File: src/rtl/core/sqalu_pkg.sv
// Shared constants for the saturating Q10.5 fixed-point ALU.
// Operation codes, infinity codes and parameter defaults; no dependencies.
`timescale 1ns / 1ps
`default_nettype none
package sqalu_pkg;
    localparam int MODE_W = 5;
    localparam int WORD_W = 16;
    localparam int DEF_FRACTION_BITS = 5;
    localparam int DEF_ROOT_ITERATIONS = 20;

    localparam logic signed [WORD_W-1:0] POS_INF = 16'sh7FFF;
    localparam logic signed [WORD_W-1:0] NEG_INF = 16'sh8000;

    localparam logic [MODE_W-1:0] OP_ADD   = 5'd0;
    localparam logic [MODE_W-1:0] OP_SUB   = 5'd1;
    localparam logic [MODE_W-1:0] OP_MUL   = 5'd2;
    localparam logic [MODE_W-1:0] OP_DIV   = 5'd3;
    localparam logic [MODE_W-1:0] OP_MOD   = 5'd4;
    localparam logic [MODE_W-1:0] OP_NEG   = 5'd5;
    localparam logic [MODE_W-1:0] OP_EQ    = 5'd6;
    localparam logic [MODE_W-1:0] OP_NE    = 5'd7;
    localparam logic [MODE_W-1:0] OP_GE    = 5'd8;
    localparam logic [MODE_W-1:0] OP_LE    = 5'd9;
    localparam logic [MODE_W-1:0] OP_GT    = 5'd10;
    localparam logic [MODE_W-1:0] OP_LT    = 5'd11;
    localparam logic [MODE_W-1:0] OP_SGN   = 5'd12;
    localparam logic [MODE_W-1:0] OP_ROUND = 5'd13;
    localparam logic [MODE_W-1:0] OP_TRUNC = 5'd14;
    localparam logic [MODE_W-1:0] OP_FRAC  = 5'd15;
    localparam logic [MODE_W-1:0] OP_SQRT  = 5'd16;
    localparam logic [MODE_W-1:0] OP_CBRT  = 5'd17;
endpackage
`default_nettype wire

File: src/rtl/core/sqalu_div.sv
// Bit-serial restoring divider on unsigned magnitudes, one quotient bit per cycle.
// Standalone; instantiated by the ALU top level.
`timescale 1ns / 1ps
`default_nettype none
module sqalu_div #(
    parameter int NW = 21,
    parameter int DW = 21
) (
    input  wire logic          clk,
    input  wire logic          rst_n,
    input  wire logic          start,
    input  wire logic [NW-1:0] num,
    input  wire logic [DW-1:0] den,
    output logic               done,
    output logic [NW-1:0]      quo,
    output logic [DW-1:0]      rem
);
    localparam int CW = $clog2(NW + 1);

    logic [CW-1:0] cnt_reg;
    logic          run_reg;
    logic          done_reg;
    logic [NW-1:0] quo_reg;
    logic [DW-1:0] rem_reg;
    logic [DW-1:0] den_reg;

    logic [DW:0]   trial;
    logic [DW:0]   diff;
    logic [DW-1:0] rem_next;
    logic [NW-1:0] quo_next;

    always_comb
    begin
        trial = {rem_reg, quo_reg[NW-1]};
        diff  = trial - {1'b0, den_reg};
        if (!diff[DW])
        begin
            rem_next = diff[DW-1:0];
            quo_next = {quo_reg[NW-2:0], 1'b1};
        end
        else
        begin
            rem_next = trial[DW-1:0];
            quo_next = {quo_reg[NW-2:0], 1'b0};
        end
    end

    always_ff @(posedge clk or negedge rst_n)
    begin
        if (!rst_n)
        begin
            cnt_reg  <= '0;
            run_reg  <= 1'b0;
            done_reg <= 1'b0;
        end
        else
        begin
            done_reg <= 1'b0;
            if (start)
            begin
                run_reg <= 1'b1;
                cnt_reg <= '0;
            end
            else if (run_reg)
            begin
                cnt_reg <= cnt_reg + 1'b1;
                if (cnt_reg == CW'(NW - 1))
                begin
                    run_reg  <= 1'b0;
                    done_reg <= 1'b1;
                end
            end
        end
    end

    always_ff @(posedge clk)
    begin
        if (start)
        begin
            quo_reg <= num;
            rem_reg <= '0;
            den_reg <= den;
        end
        else if (run_reg)
        begin
            quo_reg <= quo_next;
            rem_reg <= rem_next;
        end
    end

    assign done = done_reg;
    assign quo  = quo_reg;
    assign rem  = rem_reg;
endmodule
`default_nettype wire

File: src/rtl/core/saturating_q10_5_fixed_point_alu_unit.sv
// Saturating Q10.5 fixed-point ALU: one beat in, one beat out, one item at a time.
// Uses sqalu_pkg and the bit-serial divider sqalu_div.
// Simple modes do not use the divider; divide and modulo run one pass of the
// serial divider. Square root runs two divides per Newton step and cube root
// three, for at most ROOT_ITERATIONS steps.
// A finished result waits in the output register; the next beat is taken once the
// result has moved into that register.
`timescale 1ns / 1ps
`default_nettype none
module saturating_q10_5_fixed_point_alu_unit #(
    parameter int FRACTION_BITS   = sqalu_pkg::DEF_FRACTION_BITS,
    parameter int ROOT_ITERATIONS = sqalu_pkg::DEF_ROOT_ITERATIONS
) (
    input  wire logic                        clk,
    input  wire logic                        rst_n,
    input  wire logic                        in_valid,
    output logic                             in_ready,
    input  wire logic [sqalu_pkg::MODE_W-1:0] mode,
    input  wire logic signed [15:0]          operand_a,
    input  wire logic signed [15:0]          operand_b,
    input  wire logic                        b_is_integer,
    output logic                             out_valid,
    input  wire logic                        out_ready,
    output logic signed [15:0]               result,
    output logic                             flag
);
    localparam int F  = FRACTION_BITS;
    localparam int BW = 16 + F;
    localparam int NW = 16 + F;
    localparam int SW = 16 + BW + 1;
    localparam int IW = $clog2(ROOT_ITERATIONS + 1);
    localparam logic signed [BW-1:0] ONE_W   = BW'(1) <<< F;
    localparam logic signed [BW-1:0] TWO_W   = BW'(2) <<< F;
    localparam logic signed [BW-1:0] THREE_W = BW'(3) <<< F;
    localparam logic signed [15:0]   ONE_16  = 16'(1) <<< F;
    localparam logic signed [16:0]   HALF_17 = 17'(1) <<< (F - 1);
    localparam logic signed [16:0]   MASK_17 = (17'(1) <<< F) - 17'sd1;

    typedef enum logic [2:0] {
        S_IDLE, S_EXEC, S_DIVGO, S_DIVRUN, S_NEXT, S_DONE
    } state_t;

    function automatic logic signed [15:0] sat16(input logic signed [SW-1:0] v);
        if (v > SW'(sqalu_pkg::POS_INF))
            return sqalu_pkg::POS_INF;
        else if (v < SW'(sqalu_pkg::NEG_INF))
            return sqalu_pkg::NEG_INF;
        else
            return v[15:0];
    endfunction

    function automatic logic is_inf(input logic signed [15:0] x);
        return (x == sqalu_pkg::POS_INF) || (x == sqalu_pkg::NEG_INF);
    endfunction

    function automatic logic signed [15:0] sinf(input logic signed [15:0] x);
        return x[15] ? sqalu_pkg::NEG_INF : sqalu_pkg::POS_INF;
    endfunction

    function automatic logic signed [15:0] sat_add(input logic signed [15:0] x,
                                                   input logic signed [BW-1:0] y);
        logic signed [SW-1:0] s;
        s = SW'(x) + SW'(y);
        if (is_inf(x))
            return x;
        else
            return sat16(s);
    endfunction

    function automatic logic signed [15:0] tdiv_pow2(input logic signed [16:0] x);
        logic signed [16:0] t;
        t = x[16] ? (x + MASK_17) : x;
        return 16'(t >>> F);
    endfunction

    state_t state_reg;
    logic [sqalu_pkg::MODE_W-1:0] op_reg;
    logic signed [15:0]   a_reg;
    logic signed [BW-1:0] bw_reg;
    logic signed [15:0]   dx_reg;
    logic signed [BW-1:0] dy_reg;
    logic                 dmod_reg;
    logic                 dneg_reg;
    logic                 dasign_reg;
    logic signed [15:0]   dres_reg;
    logic signed [15:0]   r0_reg;
    logic [1:0]           step_reg;
    logic [IW-1:0]        iter_reg;
    logic signed [15:0]   res_reg;
    logic                 flag_reg;
    logic                 out_valid_reg;
    logic signed [15:0]   out_res_reg;
    logic                 out_flag_reg;

    logic signed [BW-1:0]     b_full;
    logic signed [16+BW-1:0]  prod;
    logic signed [SW-1:0]     prod_sh;
    logic signed [BW:0]       a_ext;
    logic signed [BW:0]       b_ext;
    logic signed [15:0]       exec_res;
    logic                     exec_flag;

    logic                 spec;
    logic signed [15:0]   spec_res;
    logic [15:0]          xmag;
    logic [BW-1:0]        ymag;
    logic [NW-1:0]        div_num;
    logic                 div_start;
    logic                 div_done;
    logic [NW-1:0]        div_quo;
    logic [BW-1:0]        div_rem;
    logic signed [15:0]   fin_res;

    assign b_full = b_is_integer ? (BW'(operand_b) <<< F) : BW'(operand_b);

    always_comb
    begin
        prod    = (16+BW)'(a_reg) * (16+BW)'(bw_reg);
        prod_sh = SW'(prod >>> F);
        a_ext   = (BW+1)'(a_reg);
        b_ext   = (BW+1)'(bw_reg);
        exec_res  = '0;
        exec_flag = 1'b0;
        case (op_reg)
            sqalu_pkg::OP_ADD: exec_res = sat_add(a_reg, bw_reg);
            sqalu_pkg::OP_SUB: exec_res = is_inf(a_reg) ? a_reg
                                        : sat16(SW'(a_reg) - SW'(bw_reg));
            sqalu_pkg::OP_MUL: exec_res = is_inf(a_reg) ? a_reg : sat16(prod_sh);
            sqalu_pkg::OP_NEG:
            begin
                if (a_reg == sqalu_pkg::POS_INF)
                    exec_res = sqalu_pkg::NEG_INF;
                else if (a_reg == sqalu_pkg::NEG_INF)
                    exec_res = sqalu_pkg::POS_INF;
                else
                    exec_res = -a_reg;
            end
            sqalu_pkg::OP_EQ: exec_flag = (a_ext == b_ext);
            sqalu_pkg::OP_NE: exec_flag = (a_ext != b_ext);
            sqalu_pkg::OP_GE: exec_flag = (a_ext >= b_ext);
            sqalu_pkg::OP_LE: exec_flag = (a_ext <= b_ext);
            sqalu_pkg::OP_GT: exec_flag = (a_ext > b_ext);
            sqalu_pkg::OP_LT: exec_flag = (a_ext < b_ext);
            sqalu_pkg::OP_SGN:
                exec_res = (a_reg == 16'sd0) ? 16'sd0 : (a_reg[15] ? -16'sd1 : 16'sd1);
            sqalu_pkg::OP_ROUND: exec_res = tdiv_pow2(17'(a_reg) + HALF_17);
            sqalu_pkg::OP_TRUNC: exec_res = tdiv_pow2(17'(a_reg));
            sqalu_pkg::OP_FRAC:  exec_res = a_reg & (ONE_16 - 16'sd1);
            default: exec_res = '0;
        endcase
    end

    // divide launch: special cases resolve without the serial divider
    always_comb
    begin
        spec     = 1'b0;
        spec_res = '0;
        if (is_inf(dx_reg))
        begin
            spec     = 1'b1;
            spec_res = dx_reg;
        end
        else if ((dy_reg == '0) || (dmod_reg && ((dy_reg >= BW'(sqalu_pkg::POS_INF))
                 || (dy_reg <= BW'(sqalu_pkg::NEG_INF)))))
        begin
            spec     = 1'b1;
            spec_res = sinf(dx_reg);
        end
        xmag    = dx_reg[15] ? 16'(-dx_reg) : 16'(dx_reg);
        ymag    = dy_reg[BW-1] ? BW'(-dy_reg) : BW'(dy_reg);
        div_num = dmod_reg ? NW'(xmag) : (NW'(xmag) << F);
        div_start = (state_reg == S_DIVGO) && !spec;
    end

    always_comb
    begin
        if (dmod_reg)
            fin_res = dasign_reg ? -16'(div_rem) : 16'(div_rem);
        else if (dneg_reg)
            fin_res = (div_quo > NW'(32768)) ? sqalu_pkg::NEG_INF : -16'(div_quo);
        else
            fin_res = (div_quo > NW'(32767)) ? sqalu_pkg::POS_INF : 16'(div_quo);
    end

    sqalu_div #(
        .NW(NW),
        .DW(BW)
    ) u_div (
        .clk   (clk),
        .rst_n (rst_n),
        .start (div_start),
        .num   (div_num),
        .den   (ymag),
        .done  (div_done),
        .quo   (div_quo),
        .rem   (div_rem)
    );

    always_ff @(posedge clk or negedge rst_n)
    begin
        if (!rst_n)
        begin
            state_reg     <= S_IDLE;
            out_valid_reg <= 1'b0;
            step_reg      <= '0;
            iter_reg      <= '0;
            op_reg        <= sqalu_pkg::OP_ADD;
            a_reg         <= '0;
            bw_reg        <= '0;
            dx_reg        <= '0;
            dy_reg        <= '0;
            dmod_reg      <= 1'b0;
            dneg_reg      <= 1'b0;
            dasign_reg    <= 1'b0;
            dres_reg      <= '0;
            r0_reg        <= '0;
            res_reg       <= '0;
            flag_reg      <= 1'b0;
            out_res_reg   <= '0;
            out_flag_reg  <= 1'b0;
        end
        else
        begin
            if ((state_reg == S_DONE) && (!out_valid_reg || out_ready))
                out_valid_reg <= 1'b1;
            else if (out_valid_reg && out_ready)
                out_valid_reg <= 1'b0;
            case (state_reg)
                S_IDLE:
                begin
                    if (in_valid)
                    begin
                        op_reg    <= mode;
                        a_reg     <= operand_a;
                        bw_reg    <= b_full;
                        state_reg <= S_EXEC;
                    end
                end
                S_EXEC:
                begin
                    res_reg  <= exec_res;
                    flag_reg <= exec_flag;
                    step_reg <= '0;
                    iter_reg <= '0;
                    r0_reg   <= ONE_16;
                    dx_reg   <= a_reg;
                    dmod_reg <= (op_reg == sqalu_pkg::OP_MOD);
                    if ((op_reg == sqalu_pkg::OP_DIV) || (op_reg == sqalu_pkg::OP_MOD))
                    begin
                        dy_reg    <= bw_reg;
                        state_reg <= S_DIVGO;
                    end
                    else if ((op_reg == sqalu_pkg::OP_SQRT)
                             || (op_reg == sqalu_pkg::OP_CBRT))
                    begin
                        dy_reg    <= ONE_W;
                        state_reg <= S_DIVGO;
                    end
                    else
                        state_reg <= S_DONE;
                end
                S_DIVGO:
                begin
                    dneg_reg   <= dx_reg[15] ^ dy_reg[BW-1];
                    dasign_reg <= dx_reg[15];
                    if (spec)
                    begin
                        dres_reg  <= spec_res;
                        state_reg <= S_NEXT;
                    end
                    else
                        state_reg <= S_DIVRUN;
                end
                S_DIVRUN:
                begin
                    if (div_done)
                    begin
                        dres_reg  <= fin_res;
                        state_reg <= S_NEXT;
                    end
                end
                S_NEXT:
                begin
                    if ((op_reg != sqalu_pkg::OP_SQRT) && (op_reg != sqalu_pkg::OP_CBRT))
                    begin
                        res_reg   <= dres_reg;
                        state_reg <= S_DONE;
                    end
                    else if ((op_reg == sqalu_pkg::OP_SQRT) && (step_reg == 2'd0))
                    begin
                        dx_reg    <= sat_add(dres_reg, BW'(r0_reg));
                        dy_reg    <= TWO_W;
                        step_reg  <= 2'd1;
                        state_reg <= S_DIVGO;
                    end
                    else if ((op_reg == sqalu_pkg::OP_CBRT) && (step_reg == 2'd0))
                    begin
                        dx_reg    <= dres_reg;
                        dy_reg    <= BW'(r0_reg);
                        step_reg  <= 2'd1;
                        state_reg <= S_DIVGO;
                    end
                    else if ((op_reg == sqalu_pkg::OP_CBRT) && (step_reg == 2'd1))
                    begin
                        dx_reg    <= sat_add(sat_add(dres_reg, BW'(r0_reg)), BW'(r0_reg));
                        dy_reg    <= THREE_W;
                        step_reg  <= 2'd2;
                        state_reg <= S_DIVGO;
                    end
                    else if ((dres_reg == r0_reg) || (iter_reg == IW'(ROOT_ITERATIONS - 1)))
                    begin
                        res_reg   <= dres_reg;
                        state_reg <= S_DONE;
                    end
                    else
                    begin
                        r0_reg    <= dres_reg;
                        iter_reg  <= iter_reg + 1'b1;
                        dx_reg    <= a_reg;
                        dy_reg    <= BW'(dres_reg);
                        step_reg  <= 2'd0;
                        state_reg <= S_DIVGO;
                    end
                end
                S_DONE:
                begin
                    if (!out_valid_reg || out_ready)
                    begin
                        out_res_reg  <= res_reg;
                        out_flag_reg <= flag_reg;
                        state_reg    <= S_IDLE;
                    end
                end
                default: state_reg <= S_IDLE;
            endcase
        end
    end

    assign in_ready  = (state_reg == S_IDLE);
    assign out_valid = out_valid_reg;
    assign result    = out_res_reg;
    assign flag      = out_flag_reg;
endmodule
`default_nettype wire

File: config.mk
export PLATFORM = sky130hd
export DESIGN_NAME = saturating_q10_5_fixed_point_alu_unit
export DESIGN_NICKNAME = d
export VERILOG_FILES = /design/src/rtl/core/sqalu_pkg.sv /design/src/rtl/core/sqalu_div.sv /design/src/rtl/core/saturating_q10_5_fixed_point_alu_unit.sv
export SDC_FILE = /design/constraint.sdc
export NUM_CORES = 2
export LEC_CHECK = 0
export BUFFER_PORTS_ARGS = -buffer_cell sky130_fd_sc_hd__buf_2
export CAP_MARGIN = 20
export CORE_ASPECT_RATIO = 0.7
export CORE_MARGIN = 3
export CORE_UTILIZATION = 50
export DETAILED_ROUTE_END_ITERATION = 16
export GPL_TIMING_DRIVEN = 0
export HOLD_SLACK_MARGIN = 0.12
export PLACE_DENSITY = 0.63
export SYNTH_ARGS = -nofsm -noshare
export SYNTH_HDL_FRONTEND = slang
export SYNTH_HIERARCHICAL = 1
export SYNTH_SLANG_ARGS = --single-unit
File: constraint.sdc
create_clock -name clk -period 13.16 [get_ports clk]
set_input_delay 2.632 -clock clk [delete_from_list [all_inputs] [get_ports clk]]
set_output_delay 2.632 -clock clk [all_outputs]
set_load 0.1 [all_outputs]
==> flow_summary.toml <==
[critical_path]
r2r_end = "res_reg[6]"
cp_data_arrival_time_ns = 11.24
cp-end-kind = "flop"
worstReg2RegStart = "a_reg[9]"
startpoint_type = "flop"
critPathRequiredTime_ns = 13.53
cp_max_fo = 10
path_class = "flop to flop"
r2r_slack_ns = 2.29
reg2reg_depth = 27
cp-startpoint = "a_reg[9]"
setup.worst_path.end = "res_reg[6]"

[route]
vias = 31907
postRouteAntennaNets = 0
route.detailed.drc = 0
wire_per_inst_um = 25.6
dr.pass1.iters = 6
first_iter_violations = 4317
finalWirelength_um = 129000
vias_per_cell = 6.32

[sta]
maxSlewViolCount = 0
finalCritPeriodShare_pct = 82.6
fmax_mhz = 92.0
fin_setup_tns_ns = 0
worstMarginPinSlew_ns = 1.20
max-slew-margin-rel_pct = 19.6
post-route-min-period_ns = 10.87
finalWorstSetupSlack_ns = 2.29
skew_ns = 0.0279
setup_viol_count_final = 0
hold_violations = 0
rsz0062_at_grt = "no"

[die]
die_area_mm2 = 0.0690
coreArea_mm2 = 0.0650
initial_core_util_pct = 50.6
ios = 61
fp.dieH_um = 221
die_w_um = 313
row_count = 78

[clock_tree]
cts_setup_buffers = 0
h-tree-depth = 1
clk_latency_ns = 0.61
clock_sinks = 229
clock_path_buffers = 3
ctsRootBufferMaster = "clkbuf_16"
clk_pin_slew_ns = 0.07
cts-resized-gates = 0
cts_buffers = 29
cts_hold_buf = 0
cts_tree = "done"

[synthesis]
synth_top_area_share_pct = 20.4
synth.largest_area_cell = "fa_1"
synth-edff-count = 42
ys_ff_latch = 229
synth_nets = 4621
synth_area_mm2 = 0.0329
syn_area_per_cell_um2 = 8.14
netlist_instances = 4042
yosysMostFrequentCell = "inv_1"
ys_seq_area_share_pct = 17.7
yosys_warnings = 6
synthFlopType = "dfrtp_1"
synth.distinct_cells = 100
synth_commonest_cells = "518 x inv_1, 474 x nand2_1, 336 x fa_1"
async_flop_share_pct = 72.5
synth.area.top_cells = "fa_1 20%, dfrtp_1 13%, ha_1 7.6%, inv_1 5.9%, nand2_1 5.4%"

[grt]
antenna_found_initial = 7
grt_start_max_net_pins = 98
grt-ovfl-total = 0
grt_usage_pct = 37.2
grt_pass1_wl_um = 193000
grt_pass1_vias = 29216

[place]
dp.cells = 4988
io_buffers = 60
gp_congestion = 1.08
place_ws_ns = 2.68
dp_hpwl_um = 104000

[run]
maxCapViolCount = 0

[final_layout]
nets = 4719
layoutNonFillerInstCount = 5048
drive_gt1_share_pct = 5.57
fill_cells = 6359
syn2layout_area_growth_pct = 7.55

[min_path]
worstHoldPathType = "flop to flop"

[run_status]
status = "finished clean"
worst min-delay path by stage:
stage / from / end / slack, ns / cells past startpoint
detailed placement: result[3] / result[3] / 0.49 / 1
finish: u_div/rem[19] / u_div/rem[19] / 0.50 / 2
global placement: result[8] / result[8] / 0.48 / 1
CTS: u_div/rem[19] / u_div/rem[19] / 0.51 / 2
global route: result[12] / result[12] / 0.52 / 1
floorplan: flag_reg / flag_reg / 0.44 / 2
cells by family (layout without fill, tap and decap cells):
| group | after synthesis | in the layout | share of synthesized area (%) |
|---|---|---|---|
| and+or+nand+nor | 1350 | 1350 | 19.8 |
| AOI/OAI and AO/OA | 944 | 944 | 19.0 |
| buffers and inverters | 744 | 865 | 8.64 |
| adders and majority gates | 540 | 540 | 28.2 |
| DFF | 229 | 229 | 17.7 |
| xor gates and xnor gates | 163 | 163 | 4.34 |
| muxes | 72 | 72 | 2.35 |
| other | 0 | 5 | 0 |
worst max-delay path, cell delays in order, from the launching register on:
cell       delay (ns)
dfrtp_1          0.39
clkbuf_1         0.50
clkbuf_1         0.82
clkbuf_1         0.80
nand2_1          0.18
fa_1             0.58
inv_1            0.05
fa_1             0.50
inv_1            0.05
fa_1             0.47
inv_1            0.05
fa_1             0.50
fa_1             0.54
inv_1            0.05
fa_1             0.56
inv_1            0.05
ha_1             0.43
a21oi_1          0.13
o21ai_1          0.39
a311oi_1         0.22
o31ai_1          0.84
xnor2_1          0.22
nand3_1          0.10
or3b_1           0.37
nor4_1           0.29
a21oi_1          0.27
o31ai_1          0.91
o2111ai_1        0.35
cell usage in the layout, fill, tap and decap left out, drive strengths merged, types with 85 or more instances in the layout:
cell type,n
xnor2,106
o21ai,208
fa,336
nand2,477
a21oi,273
inv,524
clkbuf,226
buf,101
nor2,289
ha,201
nand3,85
and2,115
dfrtp,166
metrics by stage:
step           utilization [%]  hold WS [ns]  cell area, um2
3_3_place_gp              52.8         0.485           34300
5_1_grt                   54.5         0.519           35400
4_1_cts                   54.4         0.505           35400
2_1_floorplan                -         0.444           32900
3_5_place_dp              53.0         0.493           34400
6_report                  54.5         0.498           35400
layer usage:
| layer | track usage (%) | share of wire (%) | vias to the layer above |
|---|---|---|---|
| met4 | 8.54 | 2.7 | 7 |
| met1 | 57.8 | 46 | 15656 |
| li1 | - | - | 14026 |
| met2 | 46.9 | 36 | 2010 |
| met3 | 14.9 | 15 | 208 |
| met5 | 1.10 | 0.11 | - |
final cells by class:
| cell class | count | area (um2) | share of cell area [%] |
|---|---|---|---|
| multi-input combinational | 3069 | 24200 | 68.5 |
| sequential | 229 | 5840 | 16.5 |
| inverter | 519 | 1950 | 5.50 |
| tap | 880 | 1100 | 3.11 |
| buffer | 225 | 896 | 2.53 |
| clock buffer | 35 | 778 | 2.20 |
| timing repair buffer | 67 | 410 | 1.16 |
| clock inverter | 19 | 180 | 0.509 |
| antenna | 5 | 12.5 | 0.0353 |
Power is not shown: default switching activity piles up to over one toggle a cycle in this logic, so the estimate is an artifact.
